[src/rtl/rde_pkg.sv]
// ----------------------------------------------------------------------------
// rde_pkg
// Shared widths, constants and types of the radix digit extractor.
// ----------------------------------------------------------------------------
package rde_pkg;

   localparam int VALUE_BITS_DEF  = 31;
   localparam int MAX_DIGITS_DEF  = 31;

   localparam int RADIX_BITS      = 6;
   localparam int DIGIT_BITS      = 6;
   localparam int DIGIT_POS_BITS  = 5;
   localparam int RSP_DATA_BITS   = 16;

   // Quotient bits the divider resolves in one cycle.
   localparam int STEP_BITS       = 8;

   localparam logic [RADIX_BITS-1:0] RADIX_RESET = 6'd10;
   localparam logic [RADIX_BITS-1:0] RADIX_MIN   = 6'd2;
   localparam logic [RADIX_BITS-1:0] RADIX_MAX   = 6'd36;

   typedef struct packed {
      logic done;
      logic quot_zero;
   } div_stat_type;

endpackage

[src/rtl/radix_digit_extractor_core.sv]
// ----------------------------------------------------------------------------
// radix_digit_extractor_core
// Splits a non-negative integer into digits of a configured base, least
// significant digit first, one result item per digit.
// ----------------------------------------------------------------------------
// Each digit takes the divider passes (one per eight value bits), then the
// sequencer sees the registered done flag and loads the output register.
// The first division starts as the item is accepted; the block takes no
// new item until the last digit of the current one is loaded.
// A stalled output register holds the sequencer until the digit is taken.
// Reset (synchronous, active high) sets the radix to 10 and empties the output.
module radix_digit_extractor_core #(
   parameter int VALUE_BITS = rde_pkg::VALUE_BITS_DEF,
   parameter int MAX_DIGITS = rde_pkg::MAX_DIGITS_DEF
) (
   input  logic                              clock,
   input  logic                              reset,
   input  logic                              req_tvalid,
   output logic                              req_tready,
   // value
   input  logic [((VALUE_BITS+7)/8)*8-1:0]   req_tdata,
   output logic                              rsp_tvalid,
   input  logic                              rsp_tready,
   // digit, digit_position
   output logic [rde_pkg::RSP_DATA_BITS-1:0] rsp_tdata,
   output logic                              rsp_tlast,
   input  logic                              csr_valid,
   output logic                              csr_ready,
   input  logic [rde_pkg::RADIX_BITS-1:0]    csr_data
);

   localparam int POS_W = $clog2(MAX_DIGITS + 1);

   typedef enum logic [1:0] {
      ST_IDLE,
      ST_DIV,
      ST_EMIT
   } state_type;

   state_type                          state_ff, state_in;
   logic [rde_pkg::RADIX_BITS-1:0]     radix_ff, radix_in;
   logic [POS_W-1:0]                   pos_ff, pos_in;
   logic                               rsp_valid_ff, rsp_valid_in;
   logic [rde_pkg::DIGIT_BITS-1:0]     rsp_digit_ff, rsp_digit_in;
   logic [rde_pkg::DIGIT_POS_BITS-1:0] rsp_pos_ff, rsp_pos_in;
   logic                               rsp_last_ff, rsp_last_in;

   logic [rde_pkg::RADIX_BITS-1:0]     radix_eff;
   logic                               div_start;
   logic [VALUE_BITS-1:0]              div_dividend;
   logic [VALUE_BITS-1:0]              div_quot;
   logic [rde_pkg::RADIX_BITS-1:0]     div_rem;
   rde_pkg::div_stat_type              div_stat;
   logic                               req_take;
   logic                               load_rsp;
   logic                               last_digit;

   always_comb begin
      if (radix_ff < rde_pkg::RADIX_MIN) begin
         radix_eff = rde_pkg::RADIX_MIN;
      end else if (radix_ff > rde_pkg::RADIX_MAX) begin
         radix_eff = rde_pkg::RADIX_MAX;
      end else begin
         radix_eff = radix_ff;
      end
   end

   assign req_tready = (state_ff == ST_IDLE);
   assign csr_ready  = 1'b1;
   assign req_take   = req_tvalid && req_tready;
   assign last_digit = div_stat.quot_zero || (pos_ff == POS_W'(MAX_DIGITS - 1));
   assign load_rsp   = (state_ff == ST_EMIT) && (!rsp_valid_ff || rsp_tready);

   // The next division starts either on a new item or on the previous quotient.
   assign div_start    = req_take || (load_rsp && !last_digit);
   assign div_dividend = req_take ? req_tdata[VALUE_BITS-1:0] : div_quot;

   always_comb begin
      state_in     = state_ff;
      radix_in     = radix_ff;
      pos_in       = pos_ff;
      rsp_valid_in = rsp_valid_ff;
      rsp_digit_in = rsp_digit_ff;
      rsp_pos_in   = rsp_pos_ff;
      rsp_last_in  = rsp_last_ff;
      if (csr_valid && csr_ready) begin
         radix_in = csr_data;
      end
      if (rsp_valid_ff && rsp_tready) begin
         rsp_valid_in = 1'b0;
      end
      unique case (state_ff)
         ST_IDLE: begin
            if (req_take) begin
               pos_in   = '0;
               state_in = ST_DIV;
            end
         end
         ST_DIV: begin
            if (div_stat.done) begin
               state_in = ST_EMIT;
            end
         end
         ST_EMIT: begin
            if (load_rsp) begin
               rsp_valid_in = 1'b1;
               rsp_digit_in = div_rem;
               rsp_pos_in   = rde_pkg::DIGIT_POS_BITS'(pos_ff);
               rsp_last_in  = last_digit;
               if (last_digit) begin
                  state_in = ST_IDLE;
               end else begin
                  pos_in   = pos_ff + 1'b1;
                  state_in = ST_DIV;
               end
            end
         end
         default: state_in = ST_IDLE;
      endcase
   end

   always_ff @(posedge clock) begin
      if (reset) begin
         state_ff     <= ST_IDLE;
         radix_ff     <= rde_pkg::RADIX_RESET;
         rsp_valid_ff <= 1'b0;
         pos_ff       <= '0;
      end else begin
         state_ff     <= state_in;
         radix_ff     <= radix_in;
         rsp_valid_ff <= rsp_valid_in;
         pos_ff       <= pos_in;
      end
      rsp_digit_ff <= rsp_digit_in;
      rsp_pos_ff   <= rsp_pos_in;
      rsp_last_ff  <= rsp_last_in;
   end

   rde_div_unit #(
      .VALUE_BITS (VALUE_BITS)
   ) u_div (
      .clock     (clock),
      .reset     (reset),
      .start     (div_start),
      .dividend  (div_dividend),
      .divisor   (radix_eff),
      .quotient  (div_quot),
      .remainder (div_rem),
      .stat      (div_stat)
   );

   assign rsp_tvalid = rsp_valid_ff;
   assign rsp_tlast  = rsp_last_ff;
   assign rsp_tdata  = {{(rde_pkg::RSP_DATA_BITS - rde_pkg::DIGIT_POS_BITS
                          - rde_pkg::DIGIT_BITS){1'b0}}, rsp_pos_ff, rsp_digit_ff};

`ifndef SYNTHESIS
   a_done_in_div: assert property (@(posedge clock) disable iff (reset)
      div_stat.done |-> (state_ff == ST_DIV))
      else $error("division finished outside of the divide state");

   a_accept_starts: assert property (@(posedge clock) disable iff (reset)
      req_take |=> (state_ff == ST_DIV))
      else $error("accepted item did not start a division");

   a_last_ends_run: assert property (@(posedge clock) disable iff (reset)
      (load_rsp && last_digit) |=> (state_ff == ST_IDLE) && rsp_tvalid && rsp_tlast)
      else $error("last digit did not end the run");

   a_pos_bound: assert property (@(posedge clock) disable iff (reset)
      (state_ff != ST_IDLE) |-> (pos_ff < POS_W'(MAX_DIGITS)))
      else $error("digit position beyond the digit limit");
`endif

endmodule

[src/rtl/rde_div_unit.sv]
// ----------------------------------------------------------------------------
// rde_div_unit
// Iterative restoring divider of a wide dividend by a small radix. The
// dividend sits in a shift register that fills up with quotient bits, eight
// quotient bits per cycle.
// ----------------------------------------------------------------------------
module rde_div_unit #(
   parameter int VALUE_BITS = rde_pkg::VALUE_BITS_DEF
) (
   input  logic                           clock,
   input  logic                           reset,
   input  logic                           start,
   input  logic [VALUE_BITS-1:0]          dividend,
   input  logic [rde_pkg::RADIX_BITS-1:0] divisor,
   output logic [VALUE_BITS-1:0]          quotient,
   output logic [rde_pkg::RADIX_BITS-1:0] remainder,
   output rde_pkg::div_stat_type          stat
);

   localparam int PASSES   = (VALUE_BITS + rde_pkg::STEP_BITS - 1) / rde_pkg::STEP_BITS;
   localparam int PAD_BITS = PASSES * rde_pkg::STEP_BITS;
   localparam int CNT_W    = $clog2(PASSES + 1);

   logic [PAD_BITS-1:0]            work_ff, work_in;
   logic [rde_pkg::RADIX_BITS-1:0] rem_ff, rem_in;
   logic [rde_pkg::RADIX_BITS-1:0] div_ff, div_in;
   logic [CNT_W-1:0]               cnt_ff, cnt_in;
   logic                           run_ff, run_in;
   logic                           done_ff, done_in;

   logic [rde_pkg::STEP_BITS-1:0]  step_q;
   logic [rde_pkg::RADIX_BITS-1:0] step_rem;

   // Eight dependent compare-and-subtract steps on a 7-bit partial remainder.
   always_comb begin
      logic [rde_pkg::RADIX_BITS:0]   part;
      logic [rde_pkg::RADIX_BITS-1:0] r;
      logic [rde_pkg::STEP_BITS-1:0]  top;
      r      = rem_ff;
      top    = work_ff[PAD_BITS-1 -: rde_pkg::STEP_BITS];
      step_q = '0;
      for (int i = rde_pkg::STEP_BITS - 1; i >= 0; i--) begin
         part = {r, top[i]};
         if (part >= {1'b0, div_ff}) begin
            part      = part - {1'b0, div_ff};
            step_q[i] = 1'b1;
         end
         r = part[rde_pkg::RADIX_BITS-1:0];
      end
      step_rem = r;
   end

   always_comb begin
      work_in = work_ff;
      rem_in  = rem_ff;
      div_in  = div_ff;
      cnt_in  = cnt_ff;
      run_in  = run_ff;
      done_in = 1'b0;
      if (start) begin
         work_in = PAD_BITS'(dividend);
         rem_in  = '0;
         div_in  = divisor;
         cnt_in  = '0;
         run_in  = 1'b1;
      end else if (run_ff) begin
         work_in = (work_ff << rde_pkg::STEP_BITS) | PAD_BITS'(step_q);
         rem_in  = step_rem;
         cnt_in  = cnt_ff + 1'b1;
         if (cnt_ff == CNT_W'(PASSES - 1)) begin
            run_in  = 1'b0;
            done_in = 1'b1;
         end
      end
   end

   always_ff @(posedge clock) begin
      if (reset) begin
         run_ff  <= 1'b0;
         done_ff <= 1'b0;
         cnt_ff  <= '0;
      end else begin
         run_ff  <= run_in;
         done_ff <= done_in;
         cnt_ff  <= cnt_in;
      end
      work_ff <= work_in;
      rem_ff  <= rem_in;
      div_ff  <= div_in;
   end

   assign quotient       = work_ff[VALUE_BITS-1:0];
   assign remainder      = rem_ff;
   assign stat.done      = done_ff;
   assign stat.quot_zero = (work_ff[VALUE_BITS-1:0] == '0);

`ifndef SYNTHESIS
   a_done_after_run: assert property (@(posedge clock) disable iff (reset)
      done_ff |-> $past(run_ff))
      else $error("divider done without a running division");

   a_run_count: assert property (@(posedge clock) disable iff (reset)
      run_ff |-> (cnt_ff < CNT_W'(PASSES)))
      else $error("divider pass counter out of range");
`endif

endmodule
[config.mk]
export PLATFORM = sky130hd
export DESIGN_NAME = radix_digit_extractor_core
export DESIGN_NICKNAME = d
export VERILOG_FILES = /design/src/rtl/rde_pkg.sv /design/src/rtl/radix_digit_extractor_core.sv /design/src/rtl/rde_div_unit.sv
export SDC_FILE = /design/constraint.sdc
export NUM_CORES = 1
export LEC_CHECK = 0
export BUFFER_PORTS_ARGS = -buffer_cell sky130_fd_sc_hd__buf_4
export CAP_MARGIN = 10
export CORE_MARGIN = 5
export CORE_UTILIZATION = 50
export CTS_CLUSTER_SIZE = 16
export DETAILED_ROUTE_END_ITERATION = 8
export GPL_TIMING_DRIVEN = 0
export PLACE_DENSITY = 0.8
export SYNTH_ARGS = -nofsm -noshare
export SYNTH_HDL_FRONTEND = slang
export SYNTH_SLANG_ARGS = --single-unit
[constraint.sdc]
create_clock -name clock -period 32.3 [get_ports clock]
set_input_delay 6.46 -clock clock [delete_from_list [all_inputs] [get_ports clock]]
set_output_delay 6.46 -clock clock [all_outputs]
set_load 0.01 [all_outputs]
==> results.toml <==
[outcome]
status = "finished, final reports clean"

[yosys]
ys_seq_elements = 75
synth_most_common_cell = "nand2_1"
synth_common_cells = "114 x nand2_1, 52 x ha_1, 49 x edfxtp_1, 37 x inv_1, 34 x nor2_1"
synthAdderAreaFrac_pct = 13.5
synth_top_family_by_area = "simple AND/OR/NAND/NOR gates"
synth_cell_types = 78
synth_cells = 663
ys_warn_count = 0
synth_simple_gate_area_share_pct = 20.9
synth_compound_area_share_pct = 18.4
synth.area.top_cells = "edfxtp_1 24%, ha_1 11%, dfxtp_1 8.7%"
async_flop_share_pct = 0
ys_seq_area_share_pct = 33.1
syn_area_mm2 = 0.00601
syn_area_per_cell_um2 = 9.07
synth-edff-count = 49
yosys.area.top_type = "edfxtp_1"
ys.flop_type = "edfxtp_1"
synth.area.mux_share_pct = 6.12
synth_top_area_share_pct = 24.5
synth_xor_area_share_pct = 3.64

[hold_path]
min_delay_worst_endpoint = "state_ff[1]$_SDFFE_PP0P_"
min_path_cells = 2
worstHoldStart = "u_div.done_ff$_SDFF_PP0_"
hold_path_class = "reg -> reg"

[clocking]
cts_hold_buf = 0
clk_pin_slew_ns = 0.07
clock_path_buffers = 2
h-tree-depth = 3
cts_buffers = 9
cts-resized-gates = 0
clock_latency_ns = 0.34
cts_tree = "built"
cts_setup_buffers = 0
numClockSinks = 75
cts_root_buffer = "clkbuf_16"

[place]
gp_congestion = 0.910
placement.io_buffers = 54
dp_hpwl_mm = 11.7

[floorplanning]
initial_core_util_pct = 50.5
pin_count = 63
fp.dieW_um = 120
core_area_mm2 = 0.0119
dieHeight_um = 120
dieArea_mm2 = 0.0143
num_rows = 40

[sta]
fmax_mhz = 52.8
finalSetupViolCount = 0
finalCriticalPeriod_ns = 18.93
tightest_slew_ns = 1.02
worst_clock_skew_ns = 0.00856
slew_headroom_pct = 31.6
finalHoldViolations = 0
maxSlewViolCount = 0
setup-tns-final_ns = 0
rsz0062_at_grt = "no"
holdWs_ns = 0.498
fin_crit_sh_pct = 58.6

[global_routing]
gr-total-overflow = 0
antenna_found_initial = 0
grt_pass1_wl_mm = 24.9
first_global_vias = 5257
grt_usage_pct = 21.3
grt_max_degree = 32

[detailed_routing]
vias = 5203
drcViolationCount = 0
avgRoutedWirePerCell_um = 17.3
ant_nets = 0
vias_per_cell = 5.88
initialDrtViolationCount = 423
routed_wl_mm = 15.3
drt_first_pass_iters = 5

[worst_setup_path]
start_kind = "register"
worstPathMaxFanout = 10
crit_type = "reg -> reg"
regToRegSetupSlack_ns = 13.37
worstPathRequired_ns = 32.51
rr_startpoint = "u_div.div_ff[1]$_SDFFCE_PP1N_"
cp_slowest_cell = "edfxtp_1"
rr_endpoint = "u_div.remainder[4]$_SDFFE_PN0P_"
cp_data_arrival_time_ns = 19.14
r2r_cells = 77
end_kind = "register"
cp_common_cell = "ha_1"
slowest_delay_ns = 0.73

[final_layout]
nNetsFinal = 836
area_growth_syn_to_layout_pct = 15.8
diodes = 0
fill_cells = 1005
drive_above_1_share_pct = 16.4

[run]
max-cap-violations = 0
-- cell families (layout without fill, tap and decap cells) --
| kind of cell | after synthesis | in the layout |
|---|---|---|
| simple gates | 255 | 255 |
| compound gates | 154 | 154 |
| flops | 75 | 75 |
| fa+ha+maj | 60 | 60 |
| buf+inv | 59 | 130 |
| mux | 33 | 33 |
| xor+xnor | 25 | 25 |
| other cells | 2 | 6 |
-- per-layer routing --
layer,track usage [%],vias up,wire [µm],part of all wire (%)
li1,-,2542,-,-
met1,27.2,2445,6490,42
met2,36.8,183,7520,49
met3,2.97,33,942,6.2
met4,7.37,0,344,2.2
met5,0,-,0,0
-- how the worst max path moves through the flow --
stage	startpoint	to	cells after the start
detailed placement	u_div.div_ff[1]$_SDFFCE_PP1N_	u_div.remainder[5]$_SDFFE_PN0P_	77
global placement	u_div.div_ff[1]$_SDFFCE_PP1N_	u_div.remainder[4]$_SDFFE_PN0P_	77
CTS	u_div.div_ff[1]$_SDFFCE_PP1N_	u_div.remainder[4]$_SDFFE_PN0P_	77
global route	u_div.div_ff[1]$_SDFFCE_PP1N_	u_div.remainder[4]$_SDFFE_PN0P_	76
finish	u_div.div_ff[1]$_SDFFCE_PP1N_	u_div.remainder[4]$_SDFFE_PN0P_	77
floorplan	u_div.div_ff[1]$_SDFFCE_PP1N_	u_div.work_ff[0]$_DFFE_PP_	77
-- final cells by class --
type	count	area [µm²]	share of cell area, %
flip-flops and latches	75	1990	28.6
plain buffers	22	113	1.62
well taps	147	184	2.64
inverters	37	139	1.99
clock buffers	9	225	3.23
clock inverters	7	95.1	1.37
multi-input cells	533	3780	54.3
repair buffers	55	433	6.22
-- flip-flops by register name (all words and copies together) (netlist names), 2 cells and up --
signal	count
radix_ff	6
rsp_digit_ff	6
rsp_pos_ff	5
u_div.div_ff	6
state_ff	2
pos_ff	5
u_div.cnt_ff	3
u_div.work_ff	32
u_div.remainder	6
-- worst max-delay path: cells and delay by family (launching register included) --
| kind | cells | cell delay, ns |
|---|---|---|
| compound gates | 40 | 9.30 |
| fa+ha+maj | 8 | 2.52 |
| buf+inv | 7 | 1.28 |
| flops | 1 | 0.73 |
| mux | 4 | 1.20 |
| simple gates | 18 | 3.74 |
-- cell usage in the layout, fill, tap and decap left out, drive strengths merged, types with 14 or more instances in the layout --
cell,n
ha,52
inv,40
nor2,36
nand2,116
mux2,14
clkbuf,21
nor2b,20
a21oi,33
o21ai,37
edfxtp,49
buf,65
mux2i,19
dfxtp,26
-- metrics by stage --
| step | cells | utilization [%] | instance area (µm²) | setup WS, ns |
|---|---|---|---|---|
| after floorplan | 667 | - | 6030 | 16.61 |
| after CTS | 884 | 58.2 | 6940 | 13.59 |
| after global routing | 885 | 58.5 | 6970 | 12.02 |
| final | 885 | 58.5 | 6970 | 13.37 |
| after detailed placement | 868 | 55.6 | 6620 | 13.69 |
| after global placement | 868 | 55.6 | 6620 | 14.23 |
Power is left out: the tool's default activity adds up to more than one toggle a clock period on the data nets, which glitch-free logic cannot reach.
